$ cat src/hdl/edfq_pkg.sv
// Shared types and constants for the sorted deadline task queue.
// Used by the controller, the datapath and the top level. No dependencies.
`timescale 1ns / 1ps
package edfq_pkg;

   localparam int DEF_CAPACITY = 16;
   localparam int WORD_W = 32;
   localparam int ENTRY_W = 4 * WORD_W;
   localparam int COUNT_W = 5;

   localparam logic [1:0] CMD_INSERT = 2'd0;
   localparam logic [1:0] CMD_REMOVE = 2'd1;
   localparam logic [1:0] CMD_FIND = 2'd2;
   localparam logic [1:0] CMD_QUERY = 2'd3;

   localparam logic [1:0] ST_OK = 2'd0;
   localparam logic [1:0] ST_FULL = 2'd1;
   localparam logic [1:0] ST_NOT_FOUND = 2'd2;

   // Which store address a cycle reads.
   typedef enum logic [2:0] {
      RD_NONE,
      RD_K_MINUS1,
      RD_J,
      RD_J_PLUS1,
      RD_ZERO
   } rd_sel_type;

   // Which store address and data a cycle writes.
   typedef enum logic [1:0] {
      WR_NONE,
      WR_NEW_K,
      WR_DATA_K,
      WR_DATA_J
   } wr_sel_type;

   // Commands from the controller to the datapath.
   typedef struct packed {
      logic       load;
      rd_sel_type rd_sel;
      wr_sel_type wr_sel;
      logic       k_dec;
      logic       j_inc;
      logic       occ_inc;
      logic       occ_dec;
      logic       found_cap;
      logic       st_full;
      logic       st_not_found;
      logic       head_cap;
      logic       head_clr;
   } edfq_cmd_type;

   // Status from the datapath to the controller.
   typedef struct packed {
      logic [1:0] cmd;
      logic       full;
      logic       k_zero;
      logic       j_at_end;
      logic       j_last;
      logic       occ_zero;
      logic       hit;
      logic       shift;
   } edfq_stat_type;

endpackage

$ cat src/hdl/edf_sorted_task_queue.sv
// Earliest-deadline-first task queue kept sorted in a RAM of CAPACITY entries.
// Per command: an insert moves each entry that sorts after the new one up a slot, from the tail,
// then writes the new one (dropped when full); a find scans from slot 0 for the handle; a remove
// scans alike and on a hit shifts later entries down; each then reads slot 0 as the head if any.
// One command at a time, a new one accepted in the result cycle; the receiver cannot stall.
// Synchronous active-high reset empties the queue at once; there is no clearing pass.
`timescale 1ns / 1ps
module edf_sorted_task_queue
   import edfq_pkg::*;
#(
   parameter int CAPACITY = DEF_CAPACITY
) (
   input  logic               clock,
   input  logic               reset,
   input  logic               start,
   output logic               busy,
   input  logic [1:0]         req_cmd,
   input  logic [WORD_W-1:0]  req_deadline,
   input  logic [WORD_W-1:0]  req_remaining,
   input  logic [WORD_W-1:0]  req_task_handle,
   input  logic [WORD_W-1:0]  req_payload,
   output logic               rsp_valid,
   output logic [1:0]         rsp_status,
   output logic [WORD_W-1:0]  rsp_found_deadline,
   output logic [WORD_W-1:0]  rsp_found_remaining,
   output logic [WORD_W-1:0]  rsp_found_payload,
   output logic               rsp_head_valid,
   output logic [WORD_W-1:0]  rsp_head_deadline,
   output logic [WORD_W-1:0]  rsp_head_remaining,
   output logic [WORD_W-1:0]  rsp_head_handle,
   output logic [WORD_W-1:0]  rsp_head_payload,
   output logic [COUNT_W-1:0] rsp_entry_count
);

   edfq_cmd_type  cmd;
   edfq_stat_type stat;
   logic          ctrl_start;

   assign ctrl_start = start;

   edfq_ctrl u_ctrl (
      .clock(clock),
      .reset(reset),
      .start(ctrl_start),
      .busy(busy),
      .rsp_valid(rsp_valid),
      .stat(stat),
      .cmd(cmd)
   );

   edfq_dp #(
      .CAPACITY(CAPACITY)
   ) u_dp (
      .clock(clock),
      .reset(reset),
      .cmd(cmd),
      .stat(stat),
      .req_cmd(req_cmd),
      .req_deadline(req_deadline),
      .req_remaining(req_remaining),
      .req_task_handle(req_task_handle),
      .req_payload(req_payload),
      .rsp_status(rsp_status),
      .rsp_found_deadline(rsp_found_deadline),
      .rsp_found_remaining(rsp_found_remaining),
      .rsp_found_payload(rsp_found_payload),
      .rsp_head_valid(rsp_head_valid),
      .rsp_head_deadline(rsp_head_deadline),
      .rsp_head_remaining(rsp_head_remaining),
      .rsp_head_handle(rsp_head_handle),
      .rsp_head_payload(rsp_head_payload),
      .rsp_entry_count(rsp_entry_count)
   );

   // An accepted command makes the block busy in the next cycle.
   a_accept_busy: assert property (@(posedge clock) disable iff (reset)
      (start && !busy) |=> busy)
      else $error("accepted command did not raise busy");

   // The result beat lasts exactly one cycle.
   a_one_beat: assert property (@(posedge clock) disable iff (reset)
      rsp_valid |=> !rsp_valid)
      else $error("result strobe held longer than one cycle");

   // An empty queue reports a zero head.
   a_empty_head: assert property (@(posedge clock) disable iff (reset)
      (rsp_valid && !rsp_head_valid) |-> (rsp_head_deadline == '0 && rsp_head_handle == '0))
      else $error("empty queue reported a nonzero head");

   // A dropped insert never reports found fields.
   a_full_found: assert property (@(posedge clock) disable iff (reset)
      (rsp_valid && rsp_status == ST_FULL) |-> (rsp_found_deadline == '0))
      else $error("dropped insert carried found data");

endmodule

$ cat src/hdl/edfq_ram.sv
// Generic single-write, single-read RAM with a registered read port.
// No dependencies.
`timescale 1ns / 1ps
module edfq_ram #(
   parameter int WIDTH = 128,
   parameter int DEPTH = 16
) (
   input  logic                     clock,
   input  logic                     wr_en,
   input  logic [$clog2(DEPTH)-1:0] wr_addr,
   input  logic [WIDTH-1:0]         wr_data,
   input  logic                     rd_en,
   input  logic [$clog2(DEPTH)-1:0] rd_addr,
   output logic [WIDTH-1:0]         rd_data
);

   logic [WIDTH-1:0] mem_ff [DEPTH];
   logic [WIDTH-1:0] rd_data_ff;

   // Write port and registered read port.
   always_ff @(posedge clock) begin
      if (wr_en) begin
         mem_ff[wr_addr] <= wr_data;
      end
      if (rd_en) begin
         rd_data_ff <= mem_ff[rd_addr];
      end
   end

   assign rd_data = rd_data_ff;

endmodule

$ cat src/hdl/edfq_ctrl.sv
// Sequencer for the task queue: walks the store for insert, search and shift.
// Depends on edfq_pkg for the command and status structs.
`timescale 1ns / 1ps
module edfq_ctrl
   import edfq_pkg::*;
(
   input  logic          clock,
   input  logic          reset,
   input  logic          start,
   output logic          busy,
   output logic          rsp_valid,
   input  edfq_stat_type stat,
   output edfq_cmd_type  cmd
);

   typedef enum logic [3:0] {
      S_IDLE,
      S_DISPATCH,
      S_INS_CHK,
      S_INS_RD,
      S_INS_EV,
      S_SCN_CHK,
      S_SCN_RD,
      S_SCN_EV,
      S_SHF_CHK,
      S_SHF_RD,
      S_SHF_EV,
      S_HEAD,
      S_HEAD_RD,
      S_HEAD_EV
   } state_type;

   state_type state_ff, state_in;
   logic      valid_ff, valid_in;

   // Next state and per-cycle datapath commands.
   always_comb begin
      state_in = state_ff;
      valid_in = 1'b0;
      cmd = '0;
      cmd.rd_sel = RD_NONE;
      cmd.wr_sel = WR_NONE;
      case (state_ff)
         S_IDLE: begin
            if (start) begin
               cmd.load = 1'b1;
               state_in = S_DISPATCH;
            end
         end
         S_DISPATCH: begin
            case (stat.cmd)
               CMD_INSERT: state_in = S_INS_CHK;
               CMD_REMOVE: state_in = S_SCN_CHK;
               CMD_FIND:   state_in = S_SCN_CHK;
               default:    state_in = S_HEAD;
            endcase
         end
         S_INS_CHK: begin
            if (stat.full) begin
               cmd.st_full = 1'b1;
               state_in = S_HEAD;
            end else if (stat.k_zero) begin
               cmd.wr_sel = WR_NEW_K;
               cmd.occ_inc = 1'b1;
               state_in = S_HEAD;
            end else begin
               state_in = S_INS_RD;
            end
         end
         S_INS_RD: begin
            cmd.rd_sel = RD_K_MINUS1;
            state_in = S_INS_EV;
         end
         S_INS_EV: begin
            if (stat.shift) begin
               cmd.wr_sel = WR_DATA_K;
               cmd.k_dec = 1'b1;
               state_in = S_INS_CHK;
            end else begin
               cmd.wr_sel = WR_NEW_K;
               cmd.occ_inc = 1'b1;
               state_in = S_HEAD;
            end
         end
         S_SCN_CHK: begin
            if (stat.j_at_end) begin
               cmd.st_not_found = 1'b1;
               state_in = S_HEAD;
            end else begin
               state_in = S_SCN_RD;
            end
         end
         S_SCN_RD: begin
            cmd.rd_sel = RD_J;
            state_in = S_SCN_EV;
         end
         S_SCN_EV: begin
            if (stat.hit) begin
               cmd.found_cap = 1'b1;
               state_in = (stat.cmd == CMD_REMOVE) ? S_SHF_CHK : S_HEAD;
            end else begin
               cmd.j_inc = 1'b1;
               state_in = S_SCN_CHK;
            end
         end
         S_SHF_CHK: begin
            if (stat.j_last) begin
               cmd.occ_dec = 1'b1;
               state_in = S_HEAD;
            end else begin
               state_in = S_SHF_RD;
            end
         end
         S_SHF_RD: begin
            cmd.rd_sel = RD_J_PLUS1;
            state_in = S_SHF_EV;
         end
         S_SHF_EV: begin
            cmd.wr_sel = WR_DATA_J;
            cmd.j_inc = 1'b1;
            state_in = S_SHF_CHK;
         end
         S_HEAD: begin
            if (stat.occ_zero) begin
               cmd.head_clr = 1'b1;
               valid_in = 1'b1;
               state_in = S_IDLE;
            end else begin
               state_in = S_HEAD_RD;
            end
         end
         S_HEAD_RD: begin
            cmd.rd_sel = RD_ZERO;
            state_in = S_HEAD_EV;
         end
         S_HEAD_EV: begin
            cmd.head_cap = 1'b1;
            valid_in = 1'b1;
            state_in = S_IDLE;
         end
         default: state_in = S_IDLE;
      endcase
   end

   // State and the result strobe.
   always_ff @(posedge clock) begin
      if (reset) begin
         state_ff <= S_IDLE;
         valid_ff <= 1'b0;
      end else begin
         state_ff <= state_in;
         valid_ff <= valid_in;
      end
   end

   assign busy = (state_ff != S_IDLE);
   assign rsp_valid = valid_ff;

endmodule

$ cat src/hdl/edfq_dp.sv
// Datapath of the task queue: entry store, walk indexes, count and result registers.
// Depends on edfq_pkg and edfq_ram.
`timescale 1ns / 1ps
module edfq_dp
   import edfq_pkg::*;
#(
   parameter int CAPACITY = DEF_CAPACITY
) (
   input  logic                clock,
   input  logic                reset,
   input  edfq_cmd_type        cmd,
   output edfq_stat_type       stat,
   input  logic [1:0]          req_cmd,
   input  logic [WORD_W-1:0]   req_deadline,
   input  logic [WORD_W-1:0]   req_remaining,
   input  logic [WORD_W-1:0]   req_task_handle,
   input  logic [WORD_W-1:0]   req_payload,
   output logic [1:0]          rsp_status,
   output logic [WORD_W-1:0]   rsp_found_deadline,
   output logic [WORD_W-1:0]   rsp_found_remaining,
   output logic [WORD_W-1:0]   rsp_found_payload,
   output logic                rsp_head_valid,
   output logic [WORD_W-1:0]   rsp_head_deadline,
   output logic [WORD_W-1:0]   rsp_head_remaining,
   output logic [WORD_W-1:0]   rsp_head_handle,
   output logic [WORD_W-1:0]   rsp_head_payload,
   output logic [COUNT_W-1:0]  rsp_entry_count
);

   localparam int IDX_W = (CAPACITY > 1) ? $clog2(CAPACITY) : 1;
   localparam int CNT_W = $clog2(CAPACITY + 1);

   logic [1:0]         cmd_ff;
   logic [ENTRY_W-1:0] new_ff;
   logic [IDX_W-1:0]   k_ff;
   logic [CNT_W-1:0]   j_ff;
   logic [CNT_W-1:0]   occ_ff;
   logic [1:0]         status_ff;
   logic [WORD_W-1:0]  f_dl_ff, f_rem_ff, f_pl_ff;
   logic               head_v_ff;
   logic [ENTRY_W-1:0] head_ff;

   logic               wr_en, rd_en;
   logic [IDX_W-1:0]   wr_addr, rd_addr;
   logic [ENTRY_W-1:0] wr_data, rd_data;
   logic [CNT_W-1:0]   j_next;
   logic [WORD_W-1:0]  e_dl, e_rem, e_hd, e_pl, n_dl, n_rem, n_hd;

   assign j_next = j_ff + 1'b1;
   assign {e_dl, e_rem, e_hd, e_pl} = rd_data;
   assign n_dl = new_ff[4*WORD_W-1:3*WORD_W];
   assign n_rem = new_ff[3*WORD_W-1:2*WORD_W];
   assign n_hd = new_ff[2*WORD_W-1:WORD_W];

   // Store address and data selection.
   always_comb begin
      rd_en = (cmd.rd_sel != RD_NONE);
      case (cmd.rd_sel)
         RD_K_MINUS1: rd_addr = k_ff - 1'b1;
         RD_J:        rd_addr = j_ff[IDX_W-1:0];
         RD_J_PLUS1:  rd_addr = j_next[IDX_W-1:0];
         default:     rd_addr = '0;
      endcase
      wr_en = (cmd.wr_sel != WR_NONE);
      case (cmd.wr_sel)
         WR_NEW_K: begin
            wr_addr = k_ff;
            wr_data = new_ff;
         end
         WR_DATA_K: begin
            wr_addr = k_ff;
            wr_data = rd_data;
         end
         WR_DATA_J: begin
            wr_addr = j_ff[IDX_W-1:0];
            wr_data = rd_data;
         end
         default: begin
            wr_addr = '0;
            wr_data = new_ff;
         end
      endcase
   end

   edfq_ram #(
      .WIDTH(ENTRY_W),
      .DEPTH(CAPACITY)
   ) u_store (
      .clock(clock),
      .wr_en(wr_en),
      .wr_addr(wr_addr),
      .wr_data(wr_data),
      .rd_en(rd_en),
      .rd_addr(rd_addr),
      .rd_data(rd_data)
   );

   // Status toward the controller. An entry moves up when it sorts after the new one.
   always_comb begin
      stat.cmd = cmd_ff;
      stat.full = (occ_ff == CNT_W'(CAPACITY));
      stat.k_zero = (k_ff == '0);
      stat.j_at_end = (j_ff == occ_ff);
      stat.j_last = (j_next == occ_ff);
      stat.occ_zero = (occ_ff == '0);
      stat.hit = (e_hd == n_hd);
      stat.shift = (e_dl > n_dl) || ((e_dl == n_dl) && (e_rem > n_rem));
   end

   // Entry count, kept under reset.
   always_ff @(posedge clock) begin
      if (reset) begin
         occ_ff <= '0;
      end else if (cmd.occ_inc) begin
         occ_ff <= occ_ff + 1'b1;
      end else if (cmd.occ_dec) begin
         occ_ff <= occ_ff - 1'b1;
      end
   end

   // Command capture, walk indexes and result registers.
   always_ff @(posedge clock) begin
      if (cmd.load) begin
         cmd_ff <= req_cmd;
         new_ff <= {req_deadline, req_remaining, req_task_handle, req_payload};
         k_ff <= occ_ff[IDX_W-1:0];
         j_ff <= '0;
         status_ff <= ST_OK;
         f_dl_ff <= '0;
         f_rem_ff <= '0;
         f_pl_ff <= '0;
      end else begin
         if (cmd.k_dec) begin
            k_ff <= k_ff - 1'b1;
         end
         if (cmd.j_inc) begin
            j_ff <= j_next;
         end
         if (cmd.st_full) begin
            status_ff <= ST_FULL;
         end
         if (cmd.st_not_found) begin
            status_ff <= ST_NOT_FOUND;
         end
         if (cmd.found_cap) begin
            f_dl_ff <= e_dl;
            f_rem_ff <= e_rem;
            f_pl_ff <= e_pl;
         end
      end
      if (cmd.head_cap) begin
         head_v_ff <= 1'b1;
         head_ff <= rd_data;
      end else if (cmd.head_clr) begin
         head_v_ff <= 1'b0;
         head_ff <= '0;
      end
   end

   assign rsp_status = status_ff;
   assign rsp_found_deadline = f_dl_ff;
   assign rsp_found_remaining = f_rem_ff;
   assign rsp_found_payload = f_pl_ff;
   assign rsp_head_valid = head_v_ff;
   assign {rsp_head_deadline, rsp_head_remaining, rsp_head_handle, rsp_head_payload} = head_ff;
   assign rsp_entry_count = COUNT_W'(occ_ff);

endmodule

$ cat config.mk
export PLATFORM = sky130hd
export DESIGN_NAME = edf_sorted_task_queue
export DESIGN_NICKNAME = d
export VERILOG_FILES = /design/src/hdl/edfq_pkg.sv /design/src/hdl/edf_sorted_task_queue.sv /design/src/hdl/edfq_ram.sv /design/src/hdl/edfq_ctrl.sv /design/src/hdl/edfq_dp.sv
export SDC_FILE = /design/constraint.sdc
export NUM_CORES = 2
export LEC_CHECK = 0
export BUFFER_PORTS_ARGS = -buffer_cell sky130_fd_sc_hd__buf_2
export CORE_ASPECT_RATIO = 1.5
export CORE_MARGIN = 2
export CORE_UTILIZATION = 60
export CTS_CLUSTER_SIZE = 16
export DETAILED_ROUTE_END_ITERATION = 10
export PLACE_DENSITY = 0.78
export SLEW_MARGIN = 20
export SYNTH_ARGS = -nofsm -noshare
export SYNTH_HDL_FRONTEND = slang
export SYNTH_SLANG_ARGS = --single-unit
$ cat constraint.sdc
create_clock -name clock -period 20 [get_ports clock]
set_input_delay 4 -clock clock [delete_from_list [all_inputs] [get_ports clock]]
set_output_delay 4 -clock clock [all_outputs]
set_load 0.1 [all_outputs]
==> metrics.md <==
| Metric | Value |
|---|---|
| Vias in the first global route | 61,770 |
| CTS clk-pin slew, worst paths | 70 ps |
| Residual DRC | 0 |
| Final total power | 14,210 uW |
| Final ANT Viol Nets | 0 |
| Cell area after layout | 112,400 sq um |
| YS warnings | 0 |
| First-pass GRT wire length | 385,500 um |
| Clock Latency Late Sink | 890 ps |
| Ranking of synthesized cells by area | edfxtp_1 (72%), a211oi_1 (4.7%), and3_1 (3.9%), nand2_1 (3.9%), dfxtp_1 (2.2%) |
| R2R depth | 15 |
| Status | completed |
| EDFF count, synth | 2,438 |
| Clock period minus worst slack | 7317 ps |
| Vias | 63,820 |
| WP data arrival | 7770 ps |
| # IOs | 367 |
| RSZ-0062 raised after global routing | false |
| Register area | 75,490 sq um |
| Starting Density | 60.28% |
| R2r setup slk | 12,680 ps |
| Final Util | 66.50% |
| GP Congestion | 0.8707 |
| Root Buffer | clkbuf_16 |
| Gr ovfl total | 0 |
| DPL Wire Length | 133,700 um |
| Reg-to-Reg End | u_dp.u_store.mem_ff[3][17] |
| Hold path cells | 2 |
| Post-CTS setup buffer count | 0 |
| #FFs+latches synth | 2,552 |
| Via density | 6.668 |
| PwrDens | 126.5 nW/um^2 |
| Clk sinks | 2,552 |
| Iter 0 DRT Violations | 8,467 |
| Leakage Power | 0.03892 uW |
| Relative slew slack | 21.39% |
| Die Y | 508.6 um |
| Routed WL per cell | 27.13 um |
| Max VDD drop | 158.3 uV |
| Setup TNS | 0 ps |
| Post-place instance area | 105,200 sq um |
| Tot GR Track Use | 29.50% |
| Clock Skew | 60.38 ps |
| Max Root-Sink Buffers | 3 |
| H-tree Lvls | 4 |
| Commonest non-fill, non-tap cell in the layout | edfxtp_1 |
| Area Growth Syn to Fin | 10.32% |
| Startpoint types | register |
| Most frequent cells in the layout | edfxtp_1 (2,438), nand2_1 (1,060), a211oi_1 (642), and3_1 (640), buf_2 (366) |
| Yosys top cell by area | edfxtp_1 |
| Worst-margin pin slew | 1179 ps |
| Mapped Area | 101,900 sq um |
| Sequential share of the synthesized area | 74.12% |
| Peak Freq | 136.7 MHz |
| Total CTS buffers | 216 |
| Final hold vios | 0 |
| Worst Hold Path EP | u_dp.rsp_status[1] |
| Share of post-route cells with drive strength above 1 | 13.04% |
| Hold path startpoint | u_dp.rsp_status[1] |
| Final Max Slew Viols | 0 |
| Hold_buf cts | 0 |
| Die Wd | 340.4 um |
| CTS tree | done |
| CP max FO | 48 |
| Avg Inst Size Synth | 14.53 sq um |
| HP Class | reg -> reg |
| CP Capture Type | register |
| R2R Path Start | u_dp.u_store.rd_data[110] |
| Core box area | 169,000 sq um |
| WS Path Type | reg -> reg |
| Maximum Capacitance Violations | 0 |
| Critical Path RT | 20,460 ps |
| Drt pass-1 iters | 8 |
| Final nets | 7,349 |
| Largest net degree at the start of global routing | 223 |
| Footprint of the multi-input gates | 23,910 sq um |
| Die footprint | 173,100 sq um |
| Fin crit share | 36.59% |
| Row Count | 185 |
| Synth Net Count | 7,221 |
| Asr flop ratio synth | 0% |
| # fillers | 11,130 |
| Synth Flop Type | edfxtp_1 |
| Synth top area share | 71.88% |
| Netlist cell types | 66 |
| CTS resizes | 0 |
| WL final | 259,700 um |
| Number of buffers added on ports | 366 |
| Cells after Synth | 7,010 |
| Initial antenna violation count | 16 |
| Finish-stage setup viols | 0 |
logic make-up (layout without fill, tap and decap cells):
group                      Yosys count  count (layout)  share of synthesized area [%]
other                                0               3                              0
adders and majority gates           78              78                         0.9655
buffers and inverters              632             946                          2.620
AOI/OAI and AO/OA                 1519            1519                          10.45
muxes                              229             229                          2.410
and+or+nand+nor                   1954            1954                          9.038
DFF                               2552            2552                          74.12
xor gates and xnor gates            46              46                         0.3955
synth_stat cells, types with 2 or more instances:
| cell | count |
|---|---|
| nor3_1 | 16 |
| buf_4 | 8 |
| buf_1 | 14 |
| or2_2 | 2 |
| xor2_1 | 7 |
| nor2_1 | 145 |
| and3_1 | 640 |
| clkbuf_1 | 348 |
| buf_6 | 5 |
| dfxtp_1 | 114 |
| nand4_1 | 22 |
| nand3b_1 | 3 |
| edfxtp_1 | 2438 |
| xnor2_1 | 39 |
| or3_1 | 2 |
| a211oi_1 | 642 |
| mux2i_1 | 99 |
| nand2_1 | 1060 |
| nor2b_1 | 9 |
| a221oi_1 | 4 |
| and2_1 | 3 |
| nand3_1 | 17 |
| o21a_1 | 2 |
| nand2b_1 | 12 |
| o32ai_1 | 2 |
| ha_1 | 77 |
| a21oi_1 | 297 |
| a311oi_1 | 256 |
| buf_2 | 183 |
| a31oi_1 | 264 |
| a21o_1 | 11 |
| a22oi_1 | 5 |
| nor4_1 | 9 |
| mux2_2 | 130 |
| o21bai_1 | 2 |
| o21ai_0 | 13 |
| inv_1 | 73 |
| nor3b_1 | 3 |
| o211ai_1 | 7 |
flip-flops by register name, indices dropped and copies added, names as in the netlist:
name and count:
u_dp.u_store.mem_ff 2048, u_dp.head_ff 128, u_dp.new_ff 128, u_dp.u_store.rd_data 128, u_dp.rsp_found_deadline 32, u_dp.rsp_found_payload 32, u_dp.rsp_found_remaining 32, u_dp.j_ff 5
u_dp.rsp_entry_count 5, u_ctrl.state_ff 4, u_dp.k_ff 4, u_dp.cmd_ff 2, u_dp.rsp_status 2, u_ctrl.rsp_valid 1, u_dp.rsp_head_valid 1
how the worst max path moves through the flow:
| stage | start | end | slack [ps] | cells after the start |
|---|---|---|---|---|
| final | u_dp.u_store.rd_data[110] | u_dp.u_store.mem_ff[3][17] | 12680 | 15 |
| after global placement | u_dp.u_store.rd_data[111] | u_dp.u_store.mem_ff[12][81] | 12930 | 15 |
| after global routing | u_dp.u_store.rd_data[110] | u_dp.u_store.mem_ff[12][50] | 12340 | 15 |
| after floorplan | u_dp.u_store.rd_data[78] | u_dp.u_store.mem_ff[6][0] | 10710 | 12 |
| after detailed placement | u_dp.u_store.rd_data[110] | u_dp.u_store.mem_ff[0][81] | 12780 | 15 |
| after CTS | u_dp.u_store.rd_data[110] | u_dp.u_store.mem_ff[12][50] | 12750 | 14 |
metrics by stage:
stage / setup slack, ps / cells / hold slack [ps]
floorplan: 10710 / 7010 / 456.2
global placement: 12930 / 9163 / 443.4
detailed placement: 12780 / 9163 / 454.0
CTS: 12750 / 9567 / 463.1
global route: 12340 / 9569 / 489.8
finish: 12680 / 9571 / 467.7
critical path, stage by stage (launching register included):
cell	delay (ps)
edfxtp_1	430
ha_1	360
nand4_1	240
nor4_1	420
nand3_1	360
a2bb2oi_1	700
a31oi_1	420
o21a_1	260
ha_1	340
a22oi_1	320
a21oi_1	140
or2_2	400
nor2_4	100
buf_4	550
buf_4	860
buf_4	900
power by group:
group | switching (uW) | internal (uW) | total (uW)
registers | 202 | 6690 | 6890
logic | 2230 | 865 | 3100
clock network | 1930 | 2300 | 4230
final cells by class:
| cell class | count | area share, % |
|---|---|---|
| timing repair buffer | 468 | 2.463 |
| antenna | 3 | 0.006681 |
| sequential | 2552 | 67.18 |
| multi-input combinational | 3826 | 21.27 |
| tap | 2244 | 2.499 |
| clock inverter | 154 | 1.363 |
| inverter | 74 | 0.2539 |
| clock buffer | 250 | 4.960 |
per-layer routing:
| metal | wire length [um] | GRT usage, % | vias to the layer above |
|---|---|---|---|
| met5 | 69 | 0 | - |
| met3 | 30370 | 4.954 | 521 |
| met1 | 98260 | 41.97 | 31620 |
| met4 | 7972 | 9.979 | 10 |
| met2 | 123000 | 46.78 | 4146 |
| li1 | - | - | 27530 |
Note: power is estimated with default switching activity, not from simulation.
